`src/rlevd_pkg.sv`:
```
// ----------------------------------------------------------------------------
// rlevd_pkg
// Shared types, constants and helpers of the visibility row decoder.
// ----------------------------------------------------------------------------
package rlevd_pkg;

  localparam int unsigned LEAF_W     = 14;
  localparam int unsigned BYTE_W     = 8;
  localparam int unsigned RUN_SHIFT  = 3;
  localparam int unsigned RUN_W      = BYTE_W + RUN_SHIFT;
  localparam int unsigned BIT_IDX_W  = 3;
  localparam int unsigned MAX_LEAVES = 8192;
  localparam int unsigned QDEPTH     = 4;
  localparam int unsigned QPTR_W     = $clog2(QDEPTH);
  localparam int unsigned QCNT_W     = QPTR_W + 1;
  localparam int unsigned DATA_W     = 32;
  localparam int unsigned ADDR_W     = 3;

  localparam logic [LEAF_W-1:0] CNT_MAX    = {LEAF_W{1'b1}};
  localparam logic [LEAF_W-1:0] FIRST_LEAF = LEAF_W'(1);
  localparam logic [LEAF_W-1:0] LIMIT_MAX  = LEAF_W'(MAX_LEAVES);

  // register index as seen in the word address bit of paddr
  typedef enum logic [0:0] {
    REG_TOTAL_LEAVES = 1'b0
  } reg_idx_t;

  // one decoded item handed from the front to the back
  typedef struct packed {
    logic [LEAF_W-1:0] base;
    logic [BYTE_W-1:0] mask;
    logic              done;
  } job_t;

  function automatic logic [LEAF_W-1:0] sat_add(input logic [LEAF_W-1:0] a,
                                                input logic [RUN_W-1:0]  b);
    logic [LEAF_W:0] s;
    s = {1'b0, a} + (LEAF_W+1)'(b);
    return (s > {1'b0, CNT_MAX}) ? CNT_MAX : s[LEAF_W-1:0];
  endfunction

endpackage

```
`src/rlevd_front.sv`:
```
// ----------------------------------------------------------------------------
// rlevd_front
// Takes compressed bytes, tracks the row state and emits one job per item.
// ----------------------------------------------------------------------------
module rlevd_front import rlevd_pkg::*; (
  input  logic              clk,
  input  logic              rst_n,
  input  logic              accept,
  input  logic [BYTE_W-1:0] vis_byte,
  input  logic              row_start,
  input  logic [LEAF_W-1:0] total_leaves,
  output job_t              job
);

  logic [LEAF_W-1:0] cnt_r, cnt_nxt;
  logic              pend_r, pend_nxt;
  logic              fin_r, fin_nxt;
  logic [LEAF_W-1:0] limit;
  logic [LEAF_W-1:0] cnt_s;
  logic              pend_s, fin_s;
  logic [BYTE_W-1:0] mask;

  assign limit = (total_leaves > LIMIT_MAX) ? LIMIT_MAX : total_leaves;

  always_comb begin
    cnt_s  = cnt_r;
    pend_s = pend_r;
    fin_s  = fin_r;
    mask   = '0;
    if (row_start) begin
      cnt_s  = FIRST_LEAF;
      pend_s = 1'b0;
      fin_s  = (FIRST_LEAF >= limit);
    end
    cnt_nxt  = cnt_s;
    pend_nxt = pend_s;
    fin_nxt  = fin_s;
    if (!fin_s) begin
      priority if (pend_s) begin
        cnt_nxt  = sat_add(cnt_s, {vis_byte, RUN_SHIFT'(0)});
        pend_nxt = 1'b0;
      end else if (vis_byte == '0) begin
        pend_nxt = 1'b1;
      end else begin
        mask    = vis_byte;
        cnt_nxt = sat_add(cnt_s, RUN_W'(BYTE_W));
      end
      fin_nxt = !pend_nxt && (cnt_nxt >= limit);
    end
  end

  assign job.base = cnt_s;
  assign job.mask = mask;
  assign job.done = fin_nxt;

  always_ff @(posedge clk) begin
    if (!rst_n) begin
      cnt_r  <= FIRST_LEAF;
      pend_r <= 1'b0;
      fin_r  <= 1'b1;
    end else if (accept) begin
      cnt_r  <= cnt_nxt;
      pend_r <= pend_nxt;
      fin_r  <= fin_nxt;
    end
  end

endmodule

```
`src/rlevd_queue.sv`:
```
// ----------------------------------------------------------------------------
// rlevd_queue
// Short job queue between the front and the back.
// ----------------------------------------------------------------------------
module rlevd_queue import rlevd_pkg::*; (
  input  logic clk,
  input  logic rst_n,
  input  logic wr_en,
  input  job_t wr_job,
  input  logic rd_en,
  output job_t rd_job,
  output logic q_full,
  output logic q_empty
);

  job_t              q_r [QDEPTH];
  logic [QPTR_W-1:0] wr_ptr_r, rd_ptr_r;
  logic [QCNT_W-1:0] cnt_r;

  assign q_full  = (cnt_r == QCNT_W'(QDEPTH));
  assign q_empty = (cnt_r == '0);
  assign rd_job  = q_r[rd_ptr_r];

  always_ff @(posedge clk) begin
    if (wr_en) begin
      q_r[wr_ptr_r] <= wr_job;
    end
  end

  always_ff @(posedge clk) begin
    if (!rst_n) begin
      wr_ptr_r <= '0;
      rd_ptr_r <= '0;
      cnt_r    <= '0;
    end else begin
      if (wr_en) begin
        wr_ptr_r <= wr_ptr_r + QPTR_W'(1);
      end
      if (rd_en) begin
        rd_ptr_r <= rd_ptr_r + QPTR_W'(1);
      end
      unique case ({wr_en, rd_en})
        2'b10:   cnt_r <= cnt_r + QCNT_W'(1);
        2'b01:   cnt_r <= cnt_r - QCNT_W'(1);
        default: cnt_r <= cnt_r;
      endcase
    end
  end

endmodule

```
`src/rlevd_back.sv`:
```
// ----------------------------------------------------------------------------
// rlevd_back
// Expands jobs into registered results, one set bit per cycle unless stalled.
// ----------------------------------------------------------------------------
module rlevd_back import rlevd_pkg::*; (
  input  logic              clk,
  input  logic              rst_n,
  input  logic              q_empty,
  input  job_t              q_job,
  output logic              q_pop,
  input  logic              pop,
  output logic              empty,
  output logic [LEAF_W-1:0] leaf_index,
  output logic              has_leaf,
  output logic              row_done,
  output logic              last
);

  job_t              job_r, job_nxt;
  logic              job_v_r, job_v_nxt;
  logic              out_v_r, out_v_nxt;
  logic [LEAF_W-1:0] idx_r;
  logic              has_r, done_r, last_r;

  logic [BIT_IDX_W-1:0] lsb;
  logic [BYTE_W-1:0]    rest;
  logic                 take, emit, finish;

  // lowest set bit of the remaining mask
  always_comb begin
    lsb = '0;
    for (int i = BYTE_W - 1; i >= 0; i--) begin
      if (job_r.mask[i]) begin
        lsb = BIT_IDX_W'(i);
      end
    end
  end

  assign rest   = job_r.mask & (job_r.mask - BYTE_W'(1));
  assign take   = !out_v_r || pop;
  assign emit   = take && job_v_r;
  assign finish = emit && (rest == '0);
  assign q_pop  = (!job_v_r || finish) && !q_empty;

  always_comb begin
    job_nxt   = job_r;
    job_v_nxt = job_v_r;
    if (q_pop) begin
      job_nxt   = q_job;
      job_v_nxt = 1'b1;
    end else if (finish) begin
      job_v_nxt = 1'b0;
    end else if (emit) begin
      job_nxt.mask = rest;
    end
    out_v_nxt = emit || (out_v_r && !pop);
  end

  always_ff @(posedge clk) begin
    if (!rst_n) begin
      job_v_r <= 1'b0;
      out_v_r <= 1'b0;
    end else begin
      job_v_r <= job_v_nxt;
      out_v_r <= out_v_nxt;
    end
  end

  always_ff @(posedge clk) begin
    job_r <= job_nxt;
    if (emit) begin
      has_r  <= (job_r.mask != '0);
      idx_r  <= (job_r.mask != '0) ? sat_add(job_r.base, RUN_W'(lsb)) : '0;
      done_r <= job_r.done;
      last_r <= (rest == '0);
    end
  end

  assign empty      = !out_v_r;
  assign leaf_index = idx_r;
  assign has_leaf   = has_r;
  assign row_done   = done_r;
  assign last       = last_r;

endmodule

```
`src/rle_visibility_row_decoder.sv`:
```
// ----------------------------------------------------------------------------
// rle_visibility_row_decoder
// Zero-run-length visibility row decoder with queue-style ports.
// ----------------------------------------------------------------------------
// A compressed byte is taken whenever push is high and full is low. A zero byte,
// a run count or an ignored byte gives one result with has_leaf low; a nonzero
// byte gives one result per set bit, lowest bit first, with last on the final
// one. The result port hands out one result per cycle unless pop stalls it, so a
// byte yields one result per set bit, at least one; a four-entry job queue between
// front end and expander absorbs bursts. total_leaves sits at byte address 0 and
// is to be written only while idle by the user; the block does not enforce it.
module rle_visibility_row_decoder import rlevd_pkg::*; (
  input  logic              clk,
  input  logic              rst_n,
  input  logic              push,
  output logic              full,
  input  logic [BYTE_W-1:0] in_vis_byte,
  input  logic              in_row_start,
  output logic              empty,
  input  logic              pop,
  output logic [LEAF_W-1:0] out_leaf_index,
  output logic              out_has_leaf,
  output logic              out_row_done,
  output logic              out_last,
  input  logic              psel,
  input  logic              penable,
  input  logic              pwrite,
  input  logic [ADDR_W-1:0] paddr,
  input  logic [DATA_W-1:0] pwdata,
  output logic [DATA_W-1:0] prdata,
  output logic              pready
);

  logic [LEAF_W-1:0] total_leaves_r;
  logic              accept;
  logic              q_full, q_empty, q_pop;
  job_t              f_job, q_job;
  logic              reg_sel;

  assign reg_sel = (reg_idx_t'(paddr[ADDR_W-1]) == REG_TOTAL_LEAVES);
  assign pready  = 1'b1;
  assign prdata  = reg_sel ? DATA_W'(total_leaves_r) : '0;

  always_ff @(posedge clk) begin
    if (!rst_n) begin
      total_leaves_r <= FIRST_LEAF;
    end else if (psel && penable && pwrite && reg_sel) begin
      total_leaves_r <= pwdata[LEAF_W-1:0];
    end
  end

  assign full   = q_full;
  assign accept = push && !q_full;

  rlevd_front u_front (
    .clk          (clk),
    .rst_n        (rst_n),
    .accept       (accept),
    .vis_byte     (in_vis_byte),
    .row_start    (in_row_start),
    .total_leaves (total_leaves_r),
    .job          (f_job)
  );

  rlevd_queue u_queue (
    .clk     (clk),
    .rst_n   (rst_n),
    .wr_en   (accept),
    .wr_job  (f_job),
    .rd_en   (q_pop),
    .rd_job  (q_job),
    .q_full  (q_full),
    .q_empty (q_empty)
  );

  rlevd_back u_back (
    .clk        (clk),
    .rst_n      (rst_n),
    .q_empty    (q_empty),
    .q_job      (q_job),
    .q_pop      (q_pop),
    .pop        (pop),
    .empty      (empty),
    .leaf_index (out_leaf_index),
    .has_leaf   (out_has_leaf),
    .row_done   (out_row_done),
    .last       (out_last)
  );

endmodule

```
`config.mk`:
```
export PLATFORM = sky130hd
export DESIGN_NAME = rle_visibility_row_decoder
export DESIGN_NICKNAME = d
export VERILOG_FILES = /design/src/rlevd_pkg.sv /design/src/rlevd_front.sv /design/src/rlevd_queue.sv /design/src/rlevd_back.sv /design/src/rle_visibility_row_decoder.sv
export SDC_FILE = /design/constraint.sdc
export NUM_CORES = 1
export LEC_CHECK = 0
export BUFFER_PORTS_ARGS = -buffer_cell sky130_fd_sc_hd__buf_4
export CAP_MARGIN = 20
export CORE_MARGIN = 1.5
export CORE_UTILIZATION = 46
export DETAILED_ROUTE_END_ITERATION = 7
export PLACE_DENSITY = 0.66
export SLEW_MARGIN = 20
export SYNTH_ARGS = -nofsm -noshare
export SYNTH_HDL_FRONTEND = slang
export SYNTH_SLANG_ARGS = --single-unit
```
`constraint.sdc`:
```
create_clock -name clk -period 4.8 [get_ports clk]
set_input_delay 0.72 -clock clk [delete_from_list [all_inputs] [get_ports clk]]
set_output_delay 0.72 -clock clk [all_outputs]
set_load 0.01 [all_outputs]
```
# ---- After elaboration in Yosys (flattened, before gate mapping)
# Memories as Yosys holds them, arrays and structs flattened. A register that Yosys moved wholly into a read port is not among the register bits.
# Index checks and enable logic that the tools add are counted.
dict set report word_totals {
  register_bits 79
  n_memories 1
  input_bits 51
  ramBits 92
}
# memory words width read_ports rd_ports_with_merged_regs write_ports line
set mem_list {}
lappend mem_list {u_queue.q_r 4 23 1 1 1 rlevd_queue.sv:16} ;# job_t q_r [QDEPTH];
dict set report op_classes {
  n_bitwise 2
  n_lt_le_gt_ge 6
  n_mux 38
  reduce_logical 26
  add_sub_neg 8
  n_eq_ne 4
}
# cell count
set ops {}
lappend ops {{two-way mux 14 bit} 10}
lappend ops {{two-way mux 8 bit} 6}
lappend ops {{greater-than comparator 15 x 14 -> 1 bit (second input constant)} 3}
lappend ops {{two-way mux 3 bit} 8}
lappend ops {{logical NOT 8 bit} 2}
lappend ops {{adder 14 x 11 -> 15 bit} 1}
lappend ops {{adder 14 x 3 -> 15 bit} 1}
lappend ops {{adder 14 x 4 -> 15 bit (second input constant)} 1}
lappend ops {{greater-or-equal comparator 1 x 14 -> 1 bit (first input constant)} 1}
lappend ops {{greater-or-equal comparator 14 bit} 1}
lappend ops {{greater-than comparator 14 bit (second input constant)} 1}
lappend ops {{two-way mux 1 bit} 11}
lappend ops {{logical AND 1 bit} 9}
lappend ops {{bitwise AND 8 bit} 1}
lappend ops {{nonzero test 8 bit} 1}
lappend ops {{subtractor 8 x 1 -> 8 bit (second input constant)} 1}
lappend ops {{logical NOT 1 bit} 6}
lappend ops {{one-hot mux 3 bit (2 select lines)} 1}
lappend ops {{nonzero test 2 bit} 3}
lappend ops {{adder 2 x 1 -> 2 bit (second input constant)} 2}
lappend ops {{two-way mux 2 bit} 2}
lappend ops {{adder 3 x 1 -> 3 bit (second input constant)} 1}
lappend ops {{equality test 3 bit (second input constant)} 1}
lappend ops {{logical NOT 3 bit} 1}
lappend ops {{other kinds (7)} 9}

# ---- Longest topological paths before layout
# Gate-level depths: netlist (run 1).
dict set report logic_depth {
  depth_word 11
  mapped_depth 21
  ltp_nobuf 19
}

# ---- Hierarchy
# Synthesis (run 1) repeated with hierarchy kept, for this count alone.
dict set report hier_totals {
  cells_unflattened 777
  area_unflattened_um2 9170.0
}
# mod n_inst cells_each area_per_inst_um2 seq_area_each_um2
set by_module_without_submodules {}
lappend by_module_without_submodules {rlevd_queue 1 166 3803.6 2942.8}
lappend by_module_without_submodules {rlevd_front 1 322 2288.4 320.3}
lappend by_module_without_submodules {rlevd_back 1 190 2235.9 1241.2}
lappend by_module_without_submodules {rle_visibility_row_decoder 1 99 842.1 280.3}

# ---- Worst setup path after synthesis (run 1)
# OpenSTA, ideal clock, no wires.
dict set report synth_timing {
  path_kind {input to register}
  start {input port in_row_start}
  end {memory u_queue.q_r[0][0] (netlist name) (data pin)}
  arrival_ns 3.925
  t_required_ns 4.524
  path_stages 20
  path_slack_ns 0.599
  cell_sequence {buf_2 inv_1 nand2_1 inv_1 ha_1 o22a_1 and3_1 o32ai_2 a21oi_2 a31oi_4 buf_6 nor2_2 or2_1 ha_1 a21oi_1 nor2b_1 o21ai_0 a21oi_1 o31ai_1 nand2b_1}
}
# item line
set synth_rtl {}
lappend synth_rtl {{start, declared} rle_visibility_row_decoder.sv:18} ;# input logic in_row_start,
lappend synth_rtl {{end, declared} rlevd_queue.sv:16}

==> results of run 1 <==
==> sequential cells by signal, indices dropped and copies added (netlist names), named ones only <==
name / cells
u_front.fin_r: 1
u_queue.wr_ptr_r: 2
total_leaves_r: 14
u_back.job_v_r: 1
u_back.out_v_r: 1
u_back.last: 1
u_queue.rd_ptr_r: 2
u_queue.q_r: 92
u_back.leaf_index: 14
u_back.job_r: 23
u_back.has_leaf: 1
u_front.cnt_r: 14
u_queue.cnt_r: 3
u_back.row_done: 1
u_front.pend_r: 1
==> layout by cell type (no fill, tap or decap), types with 21 or more instances in the layout <==
master,instances
nand2_1,76
ha_1,27
a21oi_1,40
and2_1,21
edfxtp_1,132
o21ai_0,29
buf_4,81
nor2b_1,29
inv_1,32
mux4_2,23
dfxtp_1,39
nor2_1,42
==> final timing paths <==
check	from	to	slack, ps	depth (start not counted)
worst min-delay path	u_back.job_r[0]	u_back.row_done	450	0
worst max register to register	u_front.cnt_r[3]	u_queue.q_r[2][0]	550	17
worst min register to register	u_back.job_r[0]	u_back.row_done	450	0
worst max-delay path	in_row_start	u_queue.q_r[2][0]	490	19
==> layout make-up <==
cell class,count,area (µm²)
inverter,32,120
sequential,173,4790
multi-input combinational,519,3710
clock inverter,15,179
tap,260,325
clock buffer,17,425
timing repair buffer,81,608
fill,1615,8670
==> kinds of logic (layout without fill, tap and decap cells) <==
kind of cell,Yosys count,count (layout),synth area share [%]
mux,25,25,6.06
other cells,2,19,0.0847
xor+xnor,25,25,2.47
buf+inv,88,145,4.95
fa+ha+maj,30,30,4.37
compound gates,164,164,13.3
simple gates,256,256,14.9
flops,173,173,53.9
==> layer usage <==
layer  up-vias  GRT usage [%]
met5         -              0
met4         0           6.46
met3        30           4.08
met2       191           34.4
met1      2914           26.3
li1       2902              -
==> Yosys cell counts, types with 19 or more instances <==
| library cell | n |
|---|---|
| inv_1 | 32 |
| edfxtp_1 | 132 |
| dfxtp_1 | 41 |
| nor2_1 | 42 |
| buf_4 | 19 |
| ha_1 | 27 |
| a21oi_1 | 40 |
| o21ai_0 | 29 |
| clkbuf_1 | 21 |
| nand2_1 | 76 |
| and2_1 | 24 |
| nor2b_1 | 29 |
| mux4_2 | 23 |
| nand3_1 | 19 |
==> power groups by stage <==
| stage | clock, mW | sequential, mW | combinational, mW |
|---|---|---|---|
| 6_report | 1.38 | 2.21 | 1.16 |
| 5_1_grt | 1.46 | 2.25 | 1.30 |
| 4_1_cts | 1.41 | 2.21 | 1.17 |
| 3_5_place_dp | 0 | 2.24 | 1.16 |
| 3_3_place_gp | 0 | 2.23 | 1.12 |
| 2_1_floorplan | 0 | 2.18 | 0.854 |
==> stage by stage <==
stage / instance area (µm²) / utilization, % / worst slack, ps / cells / hold slack (ps)
floorplan: 8930 / - / 599 / 780 / 400
global placement: 9540 / 50.7 / 202 / 1064 / 420
detailed placement: 9550 / 50.7 / 69.0 / 1065 / 430
CTS: 10200 / 53.9 / 519 / 1097 / 449
global route: 10200 / 54.0 / 143 / 1097 / 468
finish: 10200 / 54.0 / 486 / 1097 / 447
==> flow_summary.json, run 1 <==
{
  "switchingPower_mw": 1.49,
  "dpl.hpwl_um": 14100,
  "yosys_warnings": 0,
  "route.met3.wl_um": 908,
  "io_buffers": 63,
  "drv_cap": 0,
  "avgViaCountPerCell": 5.50,
  "diodes": 0,
  "ios": 103,
  "fp.dieArea_mm2": 0.0201,
  "top_layer_used": "met4",
  "syn-instance-count": 763,
  "syn-mean-instance-area_um2": 11.6,
  "worstSkewPairLatency_ps": 430,
  "period_minus_slack_ps": 4310,
  "ys_seq_area_share_pct": 53.9,
  "critPathMaxFanout": 9,
  "slew-limit-headroom_pct": 56.0,
  "critPathKind": "input pin to flip-flop",
  "cts_inserted_buffers": 17,
  "fin_nets": 904,
  "worstSetupStartpointType": "input pin",
  "report.final.slew_viol_count": 0,
  "syn_area_mm2": 0.00887,
  "cts.hold.buffers_added": 0,
  "hold_violations": 0,
  "cts-root-buf": "clkbuf_16",
  "cell_internal_pwr_mw": 3.25,
  "fin_tns_setup_ps": 0,
  "rows": 50,
  "p_clk_share_pct": 29.1,
  "setup_viol": 0,
  "die_h_um": 142,
  "grt_pass1_vias": 5827,
  "power_leakage_nw": 3.75,
  "path_cells": "buf_4 > inv_1 > nand2_1 > inv_1 > ha_1 > nand3_1 > a31oi_1 > o32ai_2 > a21oi_2 > a31oi_4 > a211oi_2 > ha_1 > a21o_1 > a21oi_1 > nor2b_1 > o21ai_0 > a21oi_1 > o31ai_1 > nand2b_1",
  "cts_max_level": 4,
  "ir_drop_v": 0.000333,
  "rsz0062_at_grt": "no",
  "max_freq_mhz": 232,
  "cts_sinks": 173,
  "synth_ff_type": "edfxtp_1",
  "crit_path_top_delay_cell": "a31oi_1",
  "overflow": 0,
  "drc_errors": 0,
  "critPathTopFamily": "compound AO/OA/AOI/OAI gates",
  "clk_pin_slew_ps": 80,
  "dr_wl_met2_um": 9770,
  "period_share_pct": 89.9,
  "slowest_delay_ps": 430,
  "die_w_um": 142,
  "firstDrtPassIters": 7,
  "synth_area_leaders": "edfxtp_1 (45%), dfxtp_1 (9.3%), mux4_2 (5.8%)",
  "wl_um": 19500,
  "num_vias": 6037,
  "wl_met1_um": 8460,
  "cp.arrival_ps": 4470,
  "synthDistinctLibCells": 80,
  "combinationalPowerShare_pct": 24.4,
  "start_util_pct": 47.1,
  "status": "completed",
  "postCtsSetupBuffers": 0,
  "critPathCaptureType": "flip-flop",
  "total_power_mw": 4.75,
  "hp-class": "flip-flop to flip-flop",
  "clock_skew_ps": 13.5,
  "grt_pass1_wl_um": 31200,
  "synth_edf_count": 132,
  "grt.total_usage_pct": 20.3,
  "area_growth_pct": 14.5,
  "drive_gt1_share_pct": 19.2,
  "path_buf_inv": 3,
  "wire_per_inst_um": 17.8,
  "cts_buffer_depth": 2,
  "p_per_area_mw_per_mm2": 467,
  "sw_frac_of_total_pct": 31.5,
  "synth_top_area_share_pct": 44.7,
  "cts_tree": "done",
  "grt_max_degree": 35,
  "worst_pin_slew_ps": 654,
  "grt_antenna_before_repair": 0,
  "netlist.top_cell.by_area": "edfxtp_1",
  "worstPathRequired_ps": 4960,
  "routabilityCongestion": 0.936,
  "drt-initial-drc-count": 317,
  "seq_power_share_pct": 46.5,
  "cts_repair_resize_count": 0,
  "synth-seq-cells": 173,
  "async_flop_share_pct": 0,
  "ant_nets": 0,
  "core_area_mm2": 0.0188
}
(Power assumes the default switching activity.)
==> run 2: changes to the inputs <==
--- a/config.mk
+++ b/config.mk
@@ -5,10 +5,12 @@
 export SDC_FILE = /design/constraint.sdc
 export NUM_CORES = 1
 export LEC_CHECK = 0
+export ABC_AREA = 1
 export BUFFER_PORTS_ARGS = -buffer_cell sky130_fd_sc_hd__buf_4
 export CAP_MARGIN = 20
 export CORE_MARGIN = 1.5
 export CORE_UTILIZATION = 46
+export CTS_BUF_LIST = sky130_fd_sc_hd__clkbuf_2 sky130_fd_sc_hd__clkbuf_4 sky130_fd_sc_hd__clkbuf_8
 export DETAILED_ROUTE_END_ITERATION = 7
 export PLACE_DENSITY = 0.66
 export SLEW_MARGIN = 20
==> run 2 against run 1 <==
  * Clock skew is 1.2 ps higher
  * Final cell count rose by 22%
  * Critical endpoint is now u_queue.q_r[3][0]
  * Worst hold slack worse by 21 ps
  * Design area shrank 0.70%
  * Largest power group unchanged
  * Global-route usage fell by 0.57 points
  * Worst setup slack gained 370 ps
  * Die area up 1.3%
  * Non-clock buffer count decreased by 7
  * Register-to-register slack improved by 310 ps
  * Clock power shrank 17%
  * First-iteration DRC count rose by 16%
  * Core utilization down 0.73 points
  * Highest routed layer unchanged
==> flow_summary.json, run 2 <==
{
  "grt_pass1_vias": 6235,
  "cts_tree": "done",
  "netlist.top_cell.by_area": "edfxtp_1",
  "cts_buffer_depth": 2,
  "setup_viol": 0,
  "diodes": 0,
  "placed_area_mm2": 0.00964,
  "syn-instance-count": 1005,
  "layout_common_cells": "nand2_1 (184), edfxtp_1 (132), inv_1 (114)",
  "synth_top_area_share_pct": 44.1,
  "crit_path_start": "u_front.cnt_r[4]",
  "grt_max_degree": 48,
  "netlist_top_cells_count": "nand2_1 (184), edfxtp_1 (132), inv_1 (115), nor2_1 (111), o21ai_0 (83)",
  "slew-limit-headroom_pct": 38.2,
  "io_buffers": 63,
  "worstSkewPairLatency_ps": 460,
  "period_share_pct": 82.1,
  "start_util_pct": 47.4,
  "layout_commonest_cell": "nand2_1",
  "rows": 50,
  "clk_pin_slew_ps": 90,
  "postCtsSetupBuffers": 0,
  "wl_um": 19000,
  "final_cell_area_mm2": 0.0101,
  "worst_pin_slew_ps": 921,
  "drt-initial-drc-count": 369,
  "synth_ff_type": "edfxtp_1",
  "overflow": 0,
  "ys_seq_area_share_pct": 53.2,
  "cts_inserted_buffers": 17,
  "hold_violations": 0,
  "critPathKind": "flip-flop to flip-flop",
  "largest_reg_flops": 92,
  "period_minus_slack_ps": 3940,
  "power_leakage_nw": 4.13,
  "syn_area_mm2": 0.00899,
  "yosys_warnings": 0,
  "synth_area_leaders": "edfxtp_1 (44%), dfxtp_1 (9.1%), nand2_1 (7.7%)",
  "firstDrtPassIters": 5,
  "ir_drop_v": 0.000207,
  "die_w_um": 143,
  "critPathMaxFanout": 7,
  "post-synth-top-count-cell": "nand2_1",
  "dpl.hpwl_um": 13500,
  "drive_gt1_share_pct": 14.5,
  "synth-seq-cells": 173,
  "cts_sinks": 173,
  "area_growth_pct": 12.2,
  "synthDistinctLibCells": 50,
  "routabilityCongestion": 0.931,
  "critPathCaptureType": "flip-flop",
  "drv_cap": 0,
  "num_vias": 6741,
  "ant_nets": 0,
  "r2r_start": "u_front.cnt_r[4]",
  "p_per_area_mw_per_mm2": 477,
  "synth_edf_count": 132,
  "worstSetupStartpointType": "flip-flop",
  "core_area_mm2": 0.0190,
  "hp-class": "flip-flop to flip-flop",
  "clock_skew_ps": 14.7,
  "worstPathRequired_ps": 4960,
  "total_power_mw": 4.81,
  "drc_errors": 0,
  "die_h_um": 143,
  "grt_antenna_before_repair": 0,
  "top_regs": "u_queue.q_r: 92 flops, u_back.job_r: 23 flops",
  "layoutNonFillerInstCount": 1334,
  "wire_per_inst_um": 14.2,
  "fin_nets": 1141,
  "cts_repair_resize_count": 0,
  "report.final.slew_viol_count": 0,
  "grt_pass1_wl_um": 31100,
  "cp.arrival_ps": 4110,
  "syn-mean-instance-area_um2": 8.95,
  "max_freq_mhz": 254,
  "avgViaCountPerCell": 5.05,
  "fp.dieArea_mm2": 0.0204,
  "ios": 103,
  "min_from": "u_back.job_r[0]",
  "async_flop_share_pct": 0,
  "top_register": "u_queue.q_r",
  "placed_cells": 1302,
  "cts.hold.buffers_added": 0,
  "fin_tns_setup_ps": 0,
  "cts_max_level": 4,
  "cts-root-buf": "clkbuf_8",
  "post-place-ws_ps": 451,
  "setup_slack_ps": 858,
  "grt.total_usage_pct": 19.7,
  "status": "completed",
  "rsz0062_at_grt": "no"
}
[run 2: final timing paths]
kind	to	depth (start not counted)	slack [ps]
max	u_queue.q_r[3][0]	25	860
min	u_back.row_done	0	430
max reg2reg	u_queue.q_r[3][0]	25	860
min reg2reg	u_back.row_done	0	430
[run 2: logic make-up after synthesis]
group | synth area share [%]
AOI/OAI and AO/OA | 12.3
xor gates and xnor gates | 1.46
DFF | 53.2
and+or+nand+nor | 20.0
adders and majority gates | 4.20
buffers and inverters | 8.79
other | 0.0835
[run 2: cell type report]
| type | count | area [µm²] |
|---|---|---|
| Fill cell | 1731 | 8870 |
| Sequential cell | 173 | 4780 |
| Multi-Input combinational cell | 670 | 3490 |
| Timing Repair Buffer | 74 | 556 |
| Inverter | 125 | 482 |
| Tap cell | 260 | 325 |
| Clock buffer | 18 | 241 |
| Clock inverter | 14 | 206 |
[run 2: critical path, stage by stage, from the launching register on]
cell and delay, ps:
dfxtp_1 460, inv_2 50, nor2_2 270, ha_1 220, nand3_1 80, nor2_1 160
nand4_1 110, nor2_1 120, nand2_1 60, nor2_1 110, nand3_2 100, nand2_1 90
a21oi_1 70, nor2_2 160, inv_1 90, nand2_1 60, inv_1 40, ha_1 250
o21ai_0 70, a21boi_0 140, o21ai_0 90, nand2_1 60, a21oi_1 60, o21bai_1 130
a21oi_1 70, o21ai_0 540
[run 2: per-stage QoR]
| step | hold slack [ps] | utilization [%] |
|---|---|---|
| CTS | 428 | 53.2 |
| floorplan | 400 | - |
| detailed placement | 406 | 50.9 |
| global placement | 407 | 50.9 |
| global route | 444 | 53.2 |
| finish | 426 | 53.2 |
[run 2: per-layer routing]
layer,up-vias,part of all wire [%],GRT usage [%]
li1,3459,-,-
met1,3099,46,25.0
met2,162,48,33.9
met3,21,4.4,3.55
met4,0,1.8,7.05
met5,-,0,0
[run 2: power breakdown]
part	switching, mW	internal (mW)	leakage, nW
clock	0.555	0.585	0.230
combinational	0.946	0.515	2.33
sequential	0.166	2.04	1.57
total	1.67	3.14	4.13
==> run 3: changes to the inputs <==
--- a/config.mk
+++ b/config.mk
@@ -5,7 +5,7 @@
 export SDC_FILE = /design/constraint.sdc
 export NUM_CORES = 1
 export LEC_CHECK = 0
-export ABC_AREA = 1
+export ABC_AREA = 0
 export BUFFER_PORTS_ARGS = -buffer_cell sky130_fd_sc_hd__buf_4
 export CAP_MARGIN = 20
 export CORE_MARGIN = 1.5
==> constraint.sdc (replaced) <==
create_clock -name clk -period 3.63 [get_ports clk]
set_input_delay 0.5445 -clock clk [delete_from_list [all_inputs] [get_ports clk]]
set_output_delay 0.5445 -clock clk [all_outputs]
set_load 0.01 [all_outputs]
==> run 3 against run 2 <==
  * Core utilization increased by 4.2 points
  * Combinational power increased by 10%
  * Clock skew increased by 1.8 ps
  * Die area down 1.3%
  * Wire length rose by 9.2%
==> flow_summary.json, run 3 (synthesized netlist as in run 1, its figures left out) <==
{
  "status": "completed",
  "critPathKind": "flip-flop to flip-flop",
  "cts_inserted_buffers": 17,
  "worstSetupStartpointType": "flip-flop",
  "area_growth_pct": 21.9,
  "worstSkewPairLatency_ps": 470,
  "diodes": 0,
  "fp.dieArea_mm2": 0.0201,
  "slew-limit-headroom_pct": 44.6,
  "drc_errors": 0,
  "firstDrtPassIters": 5,
  "placed_cells": 1137,
  "rrSetupSlack_ps": 20,
  "cp.arrival_ps": 3800,
  "cts_max_level": 4,
  "wl_um": 20700,
  "report.final.slew_viol_count": 0,
  "top_regs": "u_queue.q_r: 92 flops, u_back.job_r: 23 flops",
  "avgViaCountPerCell": 5.42,
  "critPathCaptureType": "flip-flop",
  "io_buffers": 63,
  "fin_nets": 979,
  "dpl.hpwl_um": 15000,
  "drv_cap": 0,
  "finish.utilization_pct": 57.4,
  "worstPathRequired_ps": 3830,
  "rows": 50,
  "hp-class": "input pin to flip-flop",
  "setup_slack_ps": 24.9,
  "layout_commonest_cell": "buf_4",
  "cts.hold.buffers_added": 0,
  "clk_pin_slew_ps": 110,
  "grt_antenna_before_repair": 0,
  "placed_area_mm2": 0.0102,
  "largest_reg_flops": 92,
  "grt.total_usage_pct": 21.6,
  "hold_violations": 0,
  "worst_pin_slew_ps": 830,
  "clock_skew_ps": 16.4,
  "overflow": 0,
  "grt_pass1_wl_um": 33300,
  "grt_max_degree": 35,
  "rsz0062_at_grt": "yes",
  "ir_drop_v": 0.000334,
  "power_leakage_nw": 4.06,
  "cts-root-buf": "clkbuf_8",
  "grt_pass1_vias": 6334,
  "max_freq_mhz": 277,
  "top_register": "u_queue.q_r",
  "layout_common_cells": "buf_4 (151), edfxtp_1 (132), nand2_1 (75)",
  "die_h_um": 142,
  "num_vias": 6355,
  "core_area_mm2": 0.0188,
  "ios": 103,
  "cts_sinks": 173,
  "final_cell_area_mm2": 0.0108,
  "setup_viol": 0,
  "layoutNonFillerInstCount": 1172,
  "ant_nets": 0,
  "cts_tree": "done",
  "p_per_area_mw_per_mm2": 547,
  "start_util_pct": 47.1,
  "period_minus_slack_ps": 3610,
  "hold_slack_ps": 289,
  "drive_gt1_share_pct": 30.2,
  "period_share_pct": 99.3,
  "cts_buffer_depth": 2,
  "drt-initial-drc-count": 358,
  "post-place-ws_ps": -458,
  "wire_per_inst_um": 17.7,
  "die_w_um": 142,
  "critPathMaxFanout": 4,
  "routabilityCongestion": 0.970
}
run 3: cell types whose count changed in the layout (fill, tap and decap cells not counted), moves of 24 or more:
cell,before,now
nand2_1,184,75
inv_1,114,29
nor2b_1,0,27
nor2_1,107,41
and2_1,0,24
o21ai_0,82,24
a21oi_1,75,32
buf_4,74,151
run 3: cell type report:
cell class,instances,area (µm²)
fill,1532,8020
sequential,173,4790
multi-input combinational,519,3960
timing repair buffer,156,1190
tap,260,325
clock buffer,18,241
clock inverter,14,170
inverter,32,133
run 3: critical path: stages, from the launching register on:
cell and delay [ps]:
dfxtp_2 330, nor2b_2 160, buf_4 150, ha_4 250
o211ai_1 110, nor4bb_1 280, o221ai_1 150, or2b_4 240
a21oi_2 40, a211oi_4 280, ha_1 290, a21o_1 180
a21oi_1 160, nor2b_1 70, o21ai_1 140, a21oi_1 120
o31ai_2 240, nand2b_1 140
run 3: worst paths after layout:
| check | start | end | cells past startpoint |
|---|---|---|---|
| min | pwdata[0] | total_leaves_r[0] | 3 |
| max reg2reg | u_front.cnt_r[4] | u_queue.q_r[3][0] | 17 |
| max | u_front.cnt_r[4] | u_queue.q_r[3][0] | 17 |
| min reg2reg | u_back.job_r[0] | u_back.row_done | 0 |
run 3: metrics by stage:
step	TNS [ps]	power, mW
final	0	5.92
after global routing	-631	6.26
after CTS	0	5.95
after detailed placement	-2220	4.56
after global placement	-1940	4.48
after floorplan	0	4.02
run 3: routing by layer:
| metal | track usage [%] | part of all wire [%] | up-vias |
|---|---|---|---|
| li1 | - | - | 3049 |
| met1 | 26.6 | 43 | 3087 |
| met2 | 38.9 | 51 | 196 |
| met3 | 3.34 | 4.2 | 23 |
| met4 | 6.89 | 1.6 | 0 |
| met5 | 0 | 0 | - |
run 3: power by group:
part | switching (mW) | total, mW | internal [mW]
Clock | 0.806 | 1.39 | 0.589
Sequential | 0.261 | 2.92 | 2.65
Combinational | 0.861 | 1.61 | 0.747
Total | 1.93 | 5.92 | 3.99
run 3: repair_timing:
item,in CTS,in global routing
buffers inserted,2,1
pin swaps,9,21
setup endpoints to repair,5,5
gates resized for setup,17,24
